## src/rtl/mbtk_pkg.sv

```systemverilog
// Package for the metronome beat and tempo-key core: sequencer states,
// event codes, key flag bits and timing constants.
// No dependencies.
`timescale 1ns / 1ps

package mbtk_pkg;

  typedef enum logic [1:0] {
    ST_IDLE,
    ST_DIV,
    ST_DONE
  } seq_state_t;

  typedef enum logic [1:0] {
    ACT_FAST_TICK = 2'd0,
    ACT_SCAN_TICK = 2'd1,
    ACT_UP_PRESS  = 2'd2,
    ACT_DOWN_PRESS = 2'd3
  } action_t;

  localparam int unsigned TEMPO_W = 10;
  localparam int unsigned PERIOD_W = 16;
  localparam int unsigned PHASE_W = 9;

  localparam logic [PERIOD_W-1:0] MINUTE_MS = 16'd60000;
  localparam logic [PERIOD_W-1:0] PULSE_MS = 16'd100;
  localparam logic [PHASE_W-1:0] STEP_SCANS = 9'd500;
  localparam logic [PERIOD_W-1:0] FAST_SCANS = 16'd5000;
  localparam logic [TEMPO_W-1:0] TEMPO_RESET = 10'd120;
  localparam logic [TEMPO_W-1:0] MAX_BPM_RESET = 10'd240;

  localparam logic [1:0] FLAG_UP = 2'h1;
  localparam logic [1:0] FLAG_DOWN = 2'h2;

  localparam logic [2:0] STEP_SLOW = 3'd1;
  localparam logic [2:0] STEP_FAST = 3'd5;

endpackage

```

## src/rtl/metronome_beat_and_tempo_keys_core.sv

```systemverilog
// Metronome core: beat timer, tempo keys, serial period divider, APB register.
// Depends on mbtk_pkg.
`timescale 1ns / 1ps

// Metronome beat generator with up/down tempo keys. Each beat on the input
// channel is one event: a fast tick (four make one millisecond), a key-scan
// tick, an up-key press or a down-key press. Every event yields exactly one
// result beat carrying the beat pin level (low during the 100 ms pulse) and
// the current tempo. A fast tick runs the beat period 60000 / tempo through
// a restoring divider, one quotient bit per cycle, so it passes through
// accept, 16 divide steps and a compare before its result shows up; scan
// ticks and key presses finish in the accept cycle. Input stall stays high
// while an event is in the divider or a result waits on the output, so the
// core takes no new event until the sink has taken the last result. A held
// key steps tempo by 1 at scans 0, 500,
// ..., 4500 of the hold and by 5 every 500 scans after; tempo is clamped to
// 1..max_bpm (a zero max_bpm acts as 1). max_bpm sits at APB address 0,
// resets to 240, and a smaller value takes effect at the next tempo change.
module metronome_beat_and_tempo_keys_core #(
  parameter int unsigned COUNT_WIDTH = 16
) (
  input  logic       clk,
  input  logic       rst_n,
  // input beats
  input  logic       in_valid,
  output logic       in_stall,
  input  logic [1:0] in_action,
  input  logic       in_up_key_held,
  input  logic       in_down_key_held,
  // result beats
  output logic       out_valid,
  input  logic       out_stall,
  output logic       out_beat_level,
  output logic [9:0] out_tempo,
  // configuration
  input  logic        psel,
  input  logic        penable,
  input  logic        pwrite,
  input  logic [2:0]  paddr,
  input  logic [31:0] pwdata,
  output logic [31:0] prdata,
  output logic        pready
);

  localparam int unsigned TW = mbtk_pkg::TEMPO_W;
  localparam int unsigned PW = mbtk_pkg::PERIOD_W;
  localparam int unsigned HW = mbtk_pkg::PHASE_W;
  localparam logic [COUNT_WIDTH-1:0] CNT_MAX = {COUNT_WIDTH{1'b1}};

  mbtk_pkg::seq_state_t state_r, state_nxt;

  logic [1:0]             prescale_r, prescale_nxt;
  logic [COUNT_WIDTH-1:0] ms_count_r, ms_count_nxt;
  logic                   pulse_r, pulse_nxt;
  logic                   beat_r, beat_nxt;
  logic [1:0]             flags_r, flags_nxt;
  logic [COUNT_WIDTH-1:0] up_cnt_r, up_cnt_nxt;
  logic [COUNT_WIDTH-1:0] dn_cnt_r, dn_cnt_nxt;
  logic [HW-1:0]          up_ph_r, up_ph_nxt;
  logic [HW-1:0]          dn_ph_r, dn_ph_nxt;
  logic [TW-1:0]          tempo_r, tempo_nxt;
  logic [TW-1:0]          max_bpm_r;

  // serial divider: remainder, quotient/dividend shift register, step count
  logic [TW:0]            rem_r, rem_nxt;
  logic [PW-1:0]          quo_r, quo_nxt;
  logic [3:0]             step_r, step_nxt;

  logic                   out_valid_r, out_valid_nxt;
  logic                   out_beat_r, out_beat_nxt;
  logic [TW-1:0]          out_tempo_r, out_tempo_nxt;

  logic                   in_accept;
  logic                   cfg_write;

  // divider datapath
  logic [TW-1:0]          divisor;
  logic [TW:0]            rem_sh;
  logic                   rem_fits;

  // hold-step datapath, shared by both keys
  logic                   sel_up, sel_dn, drop_up, drop_dn;
  logic [COUNT_WIDTH-1:0] hcnt;
  logic [HW-1:0]          hph;
  logic [2:0]             hstep;
  logic signed [TW+1:0]   t_sum;
  logic signed [TW+1:0]   t_hi;
  logic [TW-1:0]          t_clamped;
  logic [COUNT_WIDTH-1:0] hcnt_inc;
  logic [HW-1:0]          hph_inc;

  assign in_stall  = (state_r != mbtk_pkg::ST_IDLE) || out_valid_r;
  assign in_accept = in_valid && !in_stall;

  assign out_valid      = out_valid_r;
  assign out_beat_level = out_beat_r;
  assign out_tempo      = out_tempo_r;

  assign pready    = 1'b1;
  assign cfg_write = psel && penable && pwrite && !paddr[2];
  assign prdata    = paddr[2] ? 32'd0 : {{(32-TW){1'b0}}, max_bpm_r};

  // one restoring step: bring down the next dividend bit, try a subtract
  assign divisor  = (tempo_r == '0) ? TW'(1) : tempo_r;
  assign rem_sh   = {rem_r[TW-1:0], quo_r[PW-1]};
  assign rem_fits = rem_sh >= {1'b0, divisor};

  // scan priority: held up key, then held down key, then releases
  assign sel_up  = flags_r[0] && in_up_key_held;
  assign sel_dn  = !sel_up && flags_r[1] && in_down_key_held;
  assign drop_up = !sel_up && !sel_dn && flags_r[0] && !in_up_key_held;
  assign drop_dn = !sel_up && !sel_dn && !drop_up && flags_r[1] && !in_down_key_held;

  assign hcnt  = sel_up ? up_cnt_r : dn_cnt_r;
  assign hph   = sel_up ? up_ph_r : dn_ph_r;
  assign hstep = (hcnt < COUNT_WIDTH'(mbtk_pkg::FAST_SCANS)) ?
                 mbtk_pkg::STEP_SLOW : mbtk_pkg::STEP_FAST;
  assign t_sum = sel_up ? ($signed({2'b00, tempo_r}) + $signed({{(TW-1){1'b0}}, hstep})) :
                          ($signed({2'b00, tempo_r}) - $signed({{(TW-1){1'b0}}, hstep}));
  assign t_hi  = (max_bpm_r == '0) ? (TW+2)'(1) : $signed({2'b00, max_bpm_r});

  // both bounds compare signed, so a step below zero clamps to one
  always_comb begin
    if (t_sum > t_hi) begin
      t_clamped = t_hi[TW-1:0];
    end else if (t_sum < $signed((TW+2)'(1))) begin
      t_clamped = TW'(1);
    end else begin
      t_clamped = t_sum[TW-1:0];
    end
  end

  // hold counter saturates; its mod-500 phase freezes with it
  assign hcnt_inc = (hcnt == CNT_MAX) ? hcnt : hcnt + COUNT_WIDTH'(1);
  assign hph_inc  = (hcnt == CNT_MAX) ? hph :
                    ((hph == mbtk_pkg::STEP_SCANS - HW'(1)) ? '0 : hph + HW'(1));

  always_comb begin
    state_nxt     = state_r;
    prescale_nxt  = prescale_r;
    ms_count_nxt  = ms_count_r;
    pulse_nxt     = pulse_r;
    beat_nxt      = beat_r;
    flags_nxt     = flags_r;
    up_cnt_nxt    = up_cnt_r;
    dn_cnt_nxt    = dn_cnt_r;
    up_ph_nxt     = up_ph_r;
    dn_ph_nxt     = dn_ph_r;
    tempo_nxt     = tempo_r;
    rem_nxt       = rem_r;
    quo_nxt       = quo_r;
    step_nxt      = step_r;
    out_valid_nxt = out_valid_r;
    out_beat_nxt  = out_beat_r;
    out_tempo_nxt = out_tempo_r;

    // drop the result once the sink takes it
    if (out_valid_r && !out_stall) begin
      out_valid_nxt = 1'b0;
    end

    unique case (state_r)
      mbtk_pkg::ST_IDLE: begin
        if (in_accept) begin
          case (in_action)
            mbtk_pkg::ACT_FAST_TICK: begin
              // advance the prescaler and count now, compare after the divide
              prescale_nxt = prescale_r + 2'd1;
              if (prescale_r == 2'd3) begin
                ms_count_nxt = ms_count_r + COUNT_WIDTH'(1);
              end
              rem_nxt   = '0;
              quo_nxt   = mbtk_pkg::MINUTE_MS;
              step_nxt  = '0;
              state_nxt = mbtk_pkg::ST_DIV;
            end
            mbtk_pkg::ACT_SCAN_TICK: begin
              if (sel_up || sel_dn) begin
                if (hph == '0) begin
                  tempo_nxt = t_clamped;
                end
                if (sel_up) begin
                  up_cnt_nxt = hcnt_inc;
                  up_ph_nxt  = hph_inc;
                end else begin
                  dn_cnt_nxt = hcnt_inc;
                  dn_ph_nxt  = hph_inc;
                end
              end else if (drop_up) begin
                up_cnt_nxt = '0;
                up_ph_nxt  = '0;
                flags_nxt  = flags_r & ~mbtk_pkg::FLAG_UP;
              end else if (drop_dn) begin
                dn_cnt_nxt = '0;
                dn_ph_nxt  = '0;
                flags_nxt  = flags_r & ~mbtk_pkg::FLAG_DOWN;
              end
              out_valid_nxt = 1'b1;
              out_beat_nxt  = beat_r;
              out_tempo_nxt = tempo_nxt;
            end
            default: begin
              // a press arms one key and restarts both holds
              flags_nxt = (in_action == mbtk_pkg::ACT_UP_PRESS) ?
                          mbtk_pkg::FLAG_UP : mbtk_pkg::FLAG_DOWN;
              up_cnt_nxt    = '0;
              dn_cnt_nxt    = '0;
              up_ph_nxt     = '0;
              dn_ph_nxt     = '0;
              out_valid_nxt = 1'b1;
              out_beat_nxt  = beat_r;
              out_tempo_nxt = tempo_r;
            end
          endcase
        end
      end
      mbtk_pkg::ST_DIV: begin
        rem_nxt  = rem_fits ? (rem_sh - {1'b0, divisor}) : rem_sh;
        quo_nxt  = {quo_r[PW-2:0], rem_fits};
        step_nxt = step_r + 4'd1;
        if (step_r == 4'd15) begin
          state_nxt = mbtk_pkg::ST_DONE;
        end
      end
      mbtk_pkg::ST_DONE: begin
        // quo_r now holds the beat period in ms
        if (ms_count_r >= COUNT_WIDTH'(quo_r)) begin
          beat_nxt     = 1'b0;
          pulse_nxt    = 1'b1;
          ms_count_nxt = '0;
        end else if (pulse_r && ms_count_r == COUNT_WIDTH'(mbtk_pkg::PULSE_MS)) begin
          beat_nxt  = 1'b1;
          pulse_nxt = 1'b0;
        end
        out_valid_nxt = 1'b1;
        out_beat_nxt  = beat_nxt;
        out_tempo_nxt = tempo_r;
        state_nxt     = mbtk_pkg::ST_IDLE;
      end
      default: begin
        state_nxt = mbtk_pkg::ST_IDLE;
      end
    endcase
  end

  always_ff @(posedge clk) begin
    if (!rst_n) begin
      state_r     <= mbtk_pkg::ST_IDLE;
      prescale_r  <= '0;
      ms_count_r  <= '0;
      pulse_r     <= 1'b0;
      beat_r      <= 1'b1;
      flags_r     <= '0;
      up_cnt_r    <= '0;
      dn_cnt_r    <= '0;
      up_ph_r     <= '0;
      dn_ph_r     <= '0;
      tempo_r     <= mbtk_pkg::TEMPO_RESET;
      max_bpm_r   <= mbtk_pkg::MAX_BPM_RESET;
      out_valid_r <= 1'b0;
    end else begin
      state_r     <= state_nxt;
      prescale_r  <= prescale_nxt;
      ms_count_r  <= ms_count_nxt;
      pulse_r     <= pulse_nxt;
      beat_r      <= beat_nxt;
      flags_r     <= flags_nxt;
      up_cnt_r    <= up_cnt_nxt;
      dn_cnt_r    <= dn_cnt_nxt;
      up_ph_r     <= up_ph_nxt;
      dn_ph_r     <= dn_ph_nxt;
      tempo_r     <= tempo_nxt;
      out_valid_r <= out_valid_nxt;
      if (cfg_write) begin
        max_bpm_r <= pwdata[TW-1:0];
      end
    end
  end

  // datapath registers, no reset needed
  always_ff @(posedge clk) begin
    rem_r       <= rem_nxt;
    quo_r       <= quo_nxt;
    step_r      <= step_nxt;
    out_beat_r  <= out_beat_nxt;
    out_tempo_r <= out_tempo_nxt;
  end

endmodule

```

## config.mk

```make
export PLATFORM = sky130hd
export DESIGN_NAME = metronome_beat_and_tempo_keys_core
export DESIGN_NICKNAME = d
export VERILOG_FILES = /design/src/rtl/mbtk_pkg.sv /design/src/rtl/metronome_beat_and_tempo_keys_core.sv
export SDC_FILE = /design/constraint.sdc
export NUM_CORES = 1
export LEC_CHECK = 0
export BUFFER_PORTS_ARGS = -buffer_cell sky130_fd_sc_hd__buf_4
export CAP_MARGIN = 0
export CORE_ASPECT_RATIO = 1.75
export CORE_UTILIZATION = 48
export CTS_CLUSTER_SIZE = 10
export DETAILED_ROUTE_END_ITERATION = 10
export PLACE_DENSITY_LB_ADDON = 0.2
export SYNTH_ARGS = -nofsm -noshare
export SYNTH_HDL_FRONTEND = slang
export SYNTH_SLANG_ARGS = --single-unit
```

## constraint.sdc

```tcl
create_clock -name clk -period 9.3 [get_ports clk]
set_clock_uncertainty 0.05 [all_clocks]
set_input_delay 1.86 -clock clk [delete_from_list [all_inputs] [get_ports clk]]
set_output_delay 1.86 -clock clk [all_outputs]
set_load 0.02 [all_outputs]
```

==> impl_metrics.env, run 1 <==
export IMPL_insertion_delay_ns=0.43
export IMPL_die_area_um2=18230
export IMPL_postCtsResizedCells=0
export IMPL_p_switching_w=0.0003809
export IMPL_synth_area_um2=8483
export IMPL_setup_viol=0
export IMPL_hold_class="reg -> reg"
export IMPL_placed_area_um2=8870
export IMPL_fin_crit_sh=0.7893
export IMPL_gr_total_overflow=0
export IMPL_synth_top_cell_area_share=0.2242
export IMPL_syn_avg_cell_area_um2=8.604
export IMPL_io_pins=92
export IMPL_gp_congestion=0.9005
export IMPL_critPathRequiredTime_ns=9.43
export IMPL_comb_power_share=0.087
export IMPL_endpoint_kind="flop"
export IMPL_fin_area_um2=9462
export IMPL_hold_buffers=0
export IMPL_yosysUniqueCellTypes=81
export IMPL_m1WireLength_mm=8.474
export IMPL_numCtsBuffers=17
export IMPL_status="finished clean"
export IMPL_cts_sinks=136
export IMPL_highest_layer="met4"
export IMPL_seq_area_um2=3133
export IMPL_htreeDepth=4
export IMPL_antenna_cells=0
export IMPL_worst_slew_pin_slew_ns=1.018
export IMPL_cts_tree="yes"
export IMPL_yosysMostFrequentCell="nand2_1"
export IMPL_die_h_um=177.9
export IMPL_drive_gt1_frac=0.1061
export IMPL_fmax_ghz=0.1362
export IMPL_peakVddDrop_mv=0.1048
export IMPL_grt_usage=0.2559
export IMPL_fp_dieW_um=102.5
export IMPL_ys_warn_count=0
export IMPL_antenna_found_initial=0
export IMPL_core_area_um2=17380
export IMPL_firstDrtPassIters=5
export IMPL_final_max_slew_viol_count=0
export IMPL_switching_share=0.2631
export IMPL_cp_arrival_ns=7.47
export IMPL_areaGrowthSynthToFinish_pct=11.53
export IMPL_clockBufferDepth=2
export IMPL_max_cap_violations=0
export IMPL_port_buffers=44
export IMPL_postCtsSetupBuffers=0
export IMPL_vias=7336
export IMPL_crit_fanout=18
export IMPL_synth_edf_count=41
export IMPL_synthFlopType="dfxtp_1"
export IMPL_ant_nets=0
export IMPL_critPathKind="in -> reg"
export IMPL_rsz0062_at_grt="no"
export IMPL_clock_power_share=0.476
export IMPL_grt_pass1_vias=7066
export IMPL_finalSetupTns_ns=0
export IMPL_dr_wl_met3_um=703
export IMPL_dr_first_iter_drc_count=299
export IMPL_start_kind="input pin"
export IMPL_fin_nets=1113
export IMPL_path_clk_slew_ns=0.06
export IMPL_reg2reg_slack_ns=3.05
export IMPL_hold_viol_final=0
export IMPL_postRouteWirelength_mm=21.93
export IMPL_num_rows=64
export IMPL_netlist_top_cells_area="dfxtp_1 (22%), edfxtp_1 (15%), ha_1 (7.7%)"
export IMPL_ys_seq_area_frac=0.3693
export IMPL_routed_wl_met2_mm=11.65
export IMPL_multiInputGateArea_um2=4847
export IMPL_post_synth_top_area_cell="dfxtp_1"
export IMPL_maxSlewHeadroom=0.3191
export IMPL_internal_power_w=0.001067
export IMPL_ys_async_sr_fraction=0
export IMPL_grt_max_degree=31
export IMPL_postSynthCellCount=986
export IMPL_cellLeakagePower_nw=3.700
export IMPL_viasPerCell=5.831
export IMPL_start_util=0.4882
export IMPL_n_fill_cell=1679
export IMPL_power_density_nw_per_um2=153.0
export IMPL_ys_ff_latch=136
export IMPL_pwr_share_seq=0.437
export IMPL_layout_min_cycle_time_ns=7.340
export IMPL_drc=0
export IMPL_synthTopCellsByCount="nand2_1 (109), dfxtp_1 (95), nor2_1 (88)"
export IMPL_clockRootBuffer="clkbuf_16"
export IMPL_wl_per_cell_um=17.43
export IMPL_grt_pass1_wl_mm=35.45
export IMPL_dp_hpwl_mm=16.19
flip-flops by register name (all words and copies together) (netlist names):
| signal | cells |
|---|---|
| beat_r | 1 |
| dn_cnt_r | 16 |
| dn_ph_r | 9 |
| flags_r | 2 |
| max_bpm_r | 10 |
| ms_count_r | 16 |
| out_beat_level | 1 |
| out_tempo | 10 |
| out_valid | 1 |
| prescale_r | 2 |
| pulse_r | 1 |
| quo_r | 16 |
| rem_r | 10 |
| state_r | 2 |
| step_r | 4 |
| tempo_r | 10 |
| up_cnt_r | 16 |
| up_ph_r | 9 |
through the flow:
stage                     setup slack [ns]  hold WS [ns]   power, W  instances    util
after CTS                            2.010        0.4014   0.001462       1258  0.5445
after floorplan                      2.561        0.3673  0.0007395       1007       -
final                                1.960        0.4022   0.001448       1258  0.5445
after detailed placement             1.557        0.3864  0.0007723       1226  0.5104
after global routing                 1.570        0.4238   0.001500       1258  0.5445
after global placement               1.612        0.3772  0.0007708       1226  0.5104
per-layer routing:
layer	GRT usage	up-vias
li1	-	3592
met1	0.2700	3475
met2	0.4564	194
met3	0.04647	75
met4	0.1607	0
met5	0	-
power by group through the flow:
stage | Combinational, W | Clock [W] | Sequential, W
6_report | 0.000126 | 0.000689 | 0.000633
5_1_grt | 0.000141 | 0.000725 | 0.000634
4_1_cts | 0.000127 | 0.000703 | 0.000633
3_5_place_dp | 0.000126 | 0 | 0.000646
3_3_place_gp | 0.000125 | 0 | 0.000646
2_1_floorplan | 0.0000930 | 0 | 0.000646
layout make-up:
type,count,area share
multi-input cells,751,0.5123
flip-flops and latches,136,0.3311
clock buffers,17,0.04496
repair buffers,52,0.04126
well taps,231,0.03055
inverters,56,0.02222
clock inverters,15,0.01759
layout by cell type (no fill, tap or decap), types with 7 or more instances in the layout:
cell type / instances
nand2_1: 109
dfxtp_1: 95
nor2_1: 88
inv_1: 56
a21oi_1: 56
nand3_1: 52
ha_1: 52
buf_4: 52
o21ai_0: 50
edfxtp_1: 41
mux2i_1: 32
xnor2_1: 28
conb_1: 23
nor3_1: 20
clkbuf_16: 17
nor4_1: 16
a22o_1: 15
nand4_1: 13
o31ai_1: 12
a21o_1: 11
xor2_1: 11
o211ai_1: 10
a31oi_1: 10
a211oi_1: 8
o21a_1: 8
and4_1: 7
and2_1: 7
or4_1: 7
path summary, 6_finish.rpt:
path                                  start                   endpoint  cells past startpoint
setup / recovery             in_up_key_held     out_tempo[0]$_DFFE_PP_                     19
hold / removal    up_cnt_r[10]$_SDFFE_PN0P_  up_cnt_r[10]$_SDFFE_PN0P_                      2
setup reg to reg    flags_r[0]$_SDFFE_PN0P_     out_tempo[0]$_DFFE_PP_                     19
hold reg to reg   up_cnt_r[10]$_SDFFE_PN0P_  up_cnt_r[10]$_SDFFE_PN0P_                      2
cells by family after synthesis:
| logic type | synth area share |
|---|---|
| other cells | 0.0008853 |
| flops | 0.3693 |
| xor+xnor | 0.04027 |
| fa+ha+maj | 0.07906 |
| compound gates | 0.1879 |
| mux | 0.04041 |
| simple gates | 0.2131 |
| buf+inv | 0.06903 |
worst max-delay path, cell delays in order:
cell	delay, ns
buf_4	0.22
and2_1	0.72
mux2i_1	0.49
nand2_1	0.09
a21oi_1	0.22
o2111ai_1	0.23
ha_1	0.40
a31o_2	0.29
nand4_1	0.09
o31ai_1	0.12
xnor2_1	0.41
ha_1	0.32
a211o_1	0.29
o211ai_1	0.09
a21oi_1	0.09
a2111oi_0	0.53
o21ai_2	0.32
o31a_2	0.43
o31a_1	0.24
Power figures use the tool's default switching activity.
==> run 2, diff against run 1 <==
Clock period 9.3 ns to 7.1 ns, I/O delays scaled along.
==> run 2 against run 1 <==
Net effect: flip-flop and latch count unchanged; critical endpoint unchanged; register-to-register slack got worse by 1.5 ns; final area increased by 0.54%; highest routed layer unchanged.
==> impl_metrics.env, run 2 (synthesis gave the netlist of run 1 again) <==
export IMPL_final_common_cell="nand2_1"
export IMPL_hold_buffers=0
export IMPL_grt_max_degree=31
export IMPL_vias=7356
export IMPL_drive_gt1_frac=0.1130
export IMPL_critPathKind="in -> reg"
export IMPL_crit_path_top_delay_cell="a2111oi_0"
export IMPL_gr_total_overflow=0
export IMPL_ant_nets=0
export IMPL_finalSetupTns_ns=0
export IMPL_viasPerCell=5.810
export IMPL_antenna_cells=0
export IMPL_rr_worst_depth=18
export IMPL_dp_hpwl_mm=16.81
export IMPL_wl_per_cell_um=17.70
export IMPL_fin_crit_sh=0.8774
export IMPL_die_h_um=177.9
export IMPL_final_max_slew_viol_count=0
export IMPL_setup_viol=0
export IMPL_peakVddDrop_mv=0.1422
export IMPL_fp_dieW_um=102.5
export IMPL_die_area_um2=18230
export IMPL_clockBufferDepth=2
export IMPL_status="finished clean"
export IMPL_grt_pass1_vias=7435
export IMPL_postCtsResizedCells=0
export IMPL_max_stage_delay_ns=0.52
export IMPL_path_clk_slew_ns=0.06
export IMPL_insertion_delay_ns=0.43
export IMPL_cpLargestDelayFamily="compound AO/OA/AOI/OAI gates"
export IMPL_firstDrtPassIters=5
export IMPL_path_buf_inv=2
export IMPL_clockRootBuffer="clkbuf_16"
export IMPL_final_cell_mix="nand2_1 (109), dfxtp_1 (95), nor2_1 (88)"
export IMPL_areaGrowthSynthToFinish_pct=12.14
export IMPL_gp_congestion=0.9761
export IMPL_r2r_start="flags_r[0]$_SDFFE_PN0P_"
export IMPL_cp_cell_sequence="buf_4 > buf_4 > and4_1 > a31oi_1 > nor2_1 > a21oi_1 > o2111ai_1 > ha_1 > a31o_2 > nand4_1 > o31ai_1 > xnor2_1 > ha_1 > a211o_1 > o211ai_1 > a21oi_1 > a2111oi_0 > o21ai_2 > o31a_2 > o31a_1"
export IMPL_postCtsSetupBuffers=0
export IMPL_antenna_found_initial=0
export IMPL_cts_tree="yes"
export IMPL_rsz0062_at_grt="no"
export IMPL_crit_fanout=12
export IMPL_max_cap_violations=0
export IMPL_worst_slew_pin_slew_ns=1.051
export IMPL_critPathRequiredTime_ns=7.22
export IMPL_endpoint_kind="flop"
export IMPL_placed_area_um2=8930
export IMPL_io_pins=92
export IMPL_postRouteWirelength_mm=22.40
export IMPL_start_kind="input pin"
export IMPL_cts_sinks=136
export IMPL_grt_pass1_wl_mm=36.58
export IMPL_fmax_ghz=0.1605
export IMPL_cp_depth=20
export IMPL_cp_arrival_ns=6.35
export IMPL_layout_min_cycle_time_ns=6.230
export IMPL_worstHoldPathCells=2
export IMPL_fin_area_um2=9513
export IMPL_numCtsBuffers=17
export IMPL_htreeDepth=4
export IMPL_hold_class="reg -> reg"
export IMPL_fin_nets=1121
export IMPL_core_area_um2=17380
export IMPL_cellLeakagePower_nw=3.727
export IMPL_drc=0
export IMPL_hold_viol_final=0
export IMPL_startpoint="in_up_key_held"
export IMPL_power_density_nw_per_um2=198.3
export IMPL_hold_start="up_cnt_r[0]$_SDFFE_PN0P_"
export IMPL_post_route_util=0.5475
export IMPL_start_util=0.4882
export IMPL_grt_usage=0.2623
export IMPL_maxSlewHeadroom=0.2964
export IMPL_port_buffers=44
export IMPL_dr_first_iter_drc_count=340
export IMPL_num_rows=64
==> run 2: changes by cell type in the layout (fill, tap and decap cells not counted) <==
cell        delta
buf_4          +8
inv_8          +3
clkinv_2       -2
clkinv_4       -2
clkinvlp_4     +2
bufinv_16      -1
==> run 2: worst register-to-register path: cells and delay by family (launching register included) <==
family,cells,cell delay (ns)
XOR/XNOR,1,0.43
AND/OR/NAND/NOR,3,0.62
flip-flops,1,0.53
adder cells (fa/ha/maj),2,0.73
AO/OA/AOI/OAI,11,2.66
multiplexers,1,0.31
==> run 2: path summary, 6_finish.rpt <==
| path | endpoint | slack (ns) |
|---|---|---|
| setup reg to reg | out_tempo[0]$_DFFE_PP_ | 1.51 |
| hold reg to reg | up_cnt_r[0]$_SDFFE_PN0P_ | 0.40 |
| setup / recovery | out_tempo[0]$_DFFE_PP_ | 0.87 |
| hold / removal | up_cnt_r[0]$_SDFFE_PN0P_ | 0.40 |
==> run 2: final cells by class <==
cell class	instances	area (um^2)
clock buffers	17	425.4
multi-input cells	751	4847
repair buffers	60	450.4
flip-flops and latches	136	3133
clock inverters	15	157.7
fillers	1670	7864
inverters	56	210.2
well taps	231	289.0
==> run 2: routing by layer <==
metal | up-vias | wire [um] | GRT usage | part of all wire
met4 | 0 | 1254 | 0.1762 | 0.056
met3 | 81 | 652 | 0.03466 | 0.029
li1 | 3608 | - | - | -
met1 | 3503 | 8498 | 0.2720 | 0.38
met5 | - | 0 | 0 | 0
met2 | 164 | 12000 | 0.4767 | 0.54
==> run 2: power breakdown <==
| part | total, W | switching (W) | internal (W) |
|---|---|---|---|
| sequential | 0.000829 | 0.0000112 | 0.000818 |
| clock | 0.000889 | 0.000392 | 0.000498 |
| combinational | 0.000168 | 0.000112 | 0.0000558 |
==> run 2: per-stage QoR <==
| stage | setup WS [ns] | hold slack (ns) | power, W | instances |
|---|---|---|---|---|
| after global placement | 0.6066 | 0.3775 | 0.001012 | 1234 |
| after global routing | 0.6079 | 0.4322 | 0.001953 | 1266 |
| after CTS | 0.9147 | 0.4047 | 0.001905 | 1266 |
| after floorplan | 0.8013 | 0.3673 | 0.0009686 | 1007 |
| after detailed placement | 0.5054 | 0.3936 | 0.001014 | 1234 |
| final | 0.8705 | 0.4029 | 0.001887 | 1266 |
==> run 3, diff against run 2 <==
Settings changed: CORE_UTILIZATION 48 to 55, PLACE_DENSITY set to 0.81, PLACE_DENSITY_LB_ADDON 0.2 to unset.
==> run 3 against run 2 <==
Net effect: final area shrank 0.88%; hold slack lost 0.0036 ns; routed wire length shrank 1.3%; clock-buffer cell count is 2 higher; global-route usage increased by 2.4 points; critical path depth down 1; worst setup slack got worse by 0.24 ns; die area fell by 13%; critical path type unchanged; highest routed layer unchanged.
==> impl_metrics.env, run 3 (synthesis gave the netlist of run 1 again) <==
export IMPL_clockRootBuffer="clkbuf_16"
export IMPL_fin_crit_sh=0.9115
export IMPL_cp_cell_sequence="buf_4 > and2_1 > mux2i_1 > nand2_1 > a21oi_1 > o2111ai_1 > ha_1 > a31o_2 > nand4_1 > o31ai_1 > xnor2_1 > ha_1 > a211o_1 > o211ai_1 > a21oi_1 > a2111oi_0 > o21ai_2 > o31a_2 > o31a_1"
export IMPL_postCtsSetupBuffers=0
export IMPL_drive_gt1_frac=0.1087
export IMPL_port_buffers=44
export IMPL_clockBufferDepth=2
export IMPL_cpLargestDelayFamily="compound AO/OA/AOI/OAI gates"
export IMPL_dp_hpwl_mm=15.67
export IMPL_grt_pass1_vias=7571
export IMPL_die_area_um2=15940
export IMPL_insertion_delay_ns=0.43
export IMPL_final_max_slew_viol_count=0
export IMPL_cp_arrival_ns=6.60
export IMPL_fin_nets=1116
export IMPL_max_stage_delay_ns=0.51
export IMPL_final_common_cell="nand2_1"
export IMPL_num_rows=59
export IMPL_firstDrtPassIters=5
export IMPL_final_cell_mix="nand2_1 (109), dfxtp_1 (95), nor2_1 (88)"
export IMPL_internal_power_w=0.001415
export IMPL_fin_ws_ns=0.6283
export IMPL_core_area_um2=14990
export IMPL_start_util=0.5661
export IMPL_numCtsBuffers=17
export IMPL_antenna_cells=0
export IMPL_ant_nets=0
export IMPL_cts_sinks=136
export IMPL_viasPerCell=6.338
export IMPL_hold_viol_final=0
export IMPL_switching_share=0.2557
export IMPL_cellLeakagePower_nw=3.718
export IMPL_maxSlewHeadroom=0.3359
export IMPL_power_density_nw_per_um2=201.6
export IMPL_whs_ns=0.3993
export IMPL_post_route_util=0.6292
export IMPL_cts_tree="yes"
export IMPL_gp_congestion=0.9272
export IMPL_wl_per_cell_um=18.23
export IMPL_start_kind="input pin"
export IMPL_clock_power_share=0.476
export IMPL_vias=7688
export IMPL_comb_power_share=0.088
export IMPL_crit_fanout=18
export IMPL_path_clk_slew_ns=0.06
export IMPL_grt_usage=0.2866
export IMPL_dr_first_iter_drc_count=580
export IMPL_dp_slack_ns=0.3422
export IMPL_critPathKind="in -> reg"
export IMPL_antenna_found_initial=0
export IMPL_fin_area_um2=9429
export IMPL_peakVddDrop_mv=0.1602
export IMPL_grt_pass1_wl_mm=35.58
export IMPL_htreeDepth=4
export IMPL_placed_area_um2=8832
export IMPL_postCtsResizedCells=0
export IMPL_endpoint_kind="flop"
export IMPL_path_buf_inv=1
export IMPL_rsz0062_at_grt="no"
export IMPL_io_pins=92
export IMPL_gr_total_overflow=0
export IMPL_p_switching_w=0.0004860
export IMPL_fmax_ghz=0.1545
export IMPL_postRouteWirelength_mm=22.11
export IMPL_max_cap_violations=0
export IMPL_hold_buffers=0
export IMPL_setup_viol=0
export IMPL_hold_class="reg -> reg"
export IMPL_grt_max_degree=31
export IMPL_crit_path_top_delay_cell="and2_1"
export IMPL_pwr_share_seq=0.436
export IMPL_die_h_um=166.3
export IMPL_finalSetupTns_ns=0
export IMPL_layout_min_cycle_time_ns=6.472
export IMPL_status="finished clean"
export IMPL_critPathRequiredTime_ns=7.23
export IMPL_worst_slew_pin_slew_ns=0.9925
export IMPL_fp_dieW_um=95.88
export IMPL_areaGrowthSynthToFinish_pct=11.15
export IMPL_drc=0
-- run 3: cell count changes in the layout (fill, tap and decap cells not counted), sizes merged --
cell | previous run | this run
buf | 60 | 55
bufinv | 1 | 2
clkbuf | 17 | 19
clkinv | 0 | 5
clkinvlp | 4 | 2
inv | 66 | 60
-- run 3: final timing paths --
kind / cells after the start / from / to / slack [ns]
hold reg to reg: 2 / dn_cnt_r[10]$_SDFFE_PN0P_ / dn_cnt_r[10]$_SDFFE_PN0P_ / 0.40
hold / removal: 2 / dn_cnt_r[10]$_SDFFE_PN0P_ / dn_cnt_r[10]$_SDFFE_PN0P_ / 0.40
setup reg to reg: 19 / flags_r[0]$_SDFFE_PN0P_ / out_tempo[0]$_DFFE_PP_ / 1.30
setup / recovery: 19 / in_up_key_held / out_tempo[0]$_DFFE_PP_ / 0.63
-- run 3: layout make-up --
class                   instances  area, um^2
well taps                     183       229.0
multi-input cells             751        4847
inverters                      56       210.2
fillers                      1263        5557
flip-flops and latches        136        3133
clock buffers                  19       455.4
clock inverters                13       141.4
repair buffers                 55       412.9
-- run 3: metrics by stage --
step | instances | total power, W
after global placement | 1181 | 0.001006
after global routing | 1213 | 0.001955
after CTS | 1213 | 0.001902
after floorplan | 1007 | 0.0009686
final | 1213 | 0.001901
after detailed placement | 1181 | 0.001010
-- run 3: per-layer routing --
metal  vias up  wire, um  global-route usage  share of wire
li1       3603         -                   -              -
met1      3626      8029              0.2828           0.36
met2       341     11700              0.5115           0.53
met3       118      1092             0.05952          0.049
met4         0      1288              0.2025          0.058
met5         -         0                   0              0
-- run 3: tightest hold or removal path: stages (launching register included) --
cell	delay [ns]
dfxtp_1	0.32
nand2_1	0.04
o21ai_0	0.05
-- run 3: power by group through the flow --
stage | Clock [W] | Combinational, W | Sequential, W
after global routing | 0.000943 | 0.000182 | 0.000830
after CTS | 0.000907 | 0.000166 | 0.000829
final | 0.000904 | 0.000168 | 0.000829
after detailed placement | 0 | 0.000164 | 0.000845
after global placement | 0 | 0.000160 | 0.000845
after floorplan | 0 | 0.000122 | 0.000847
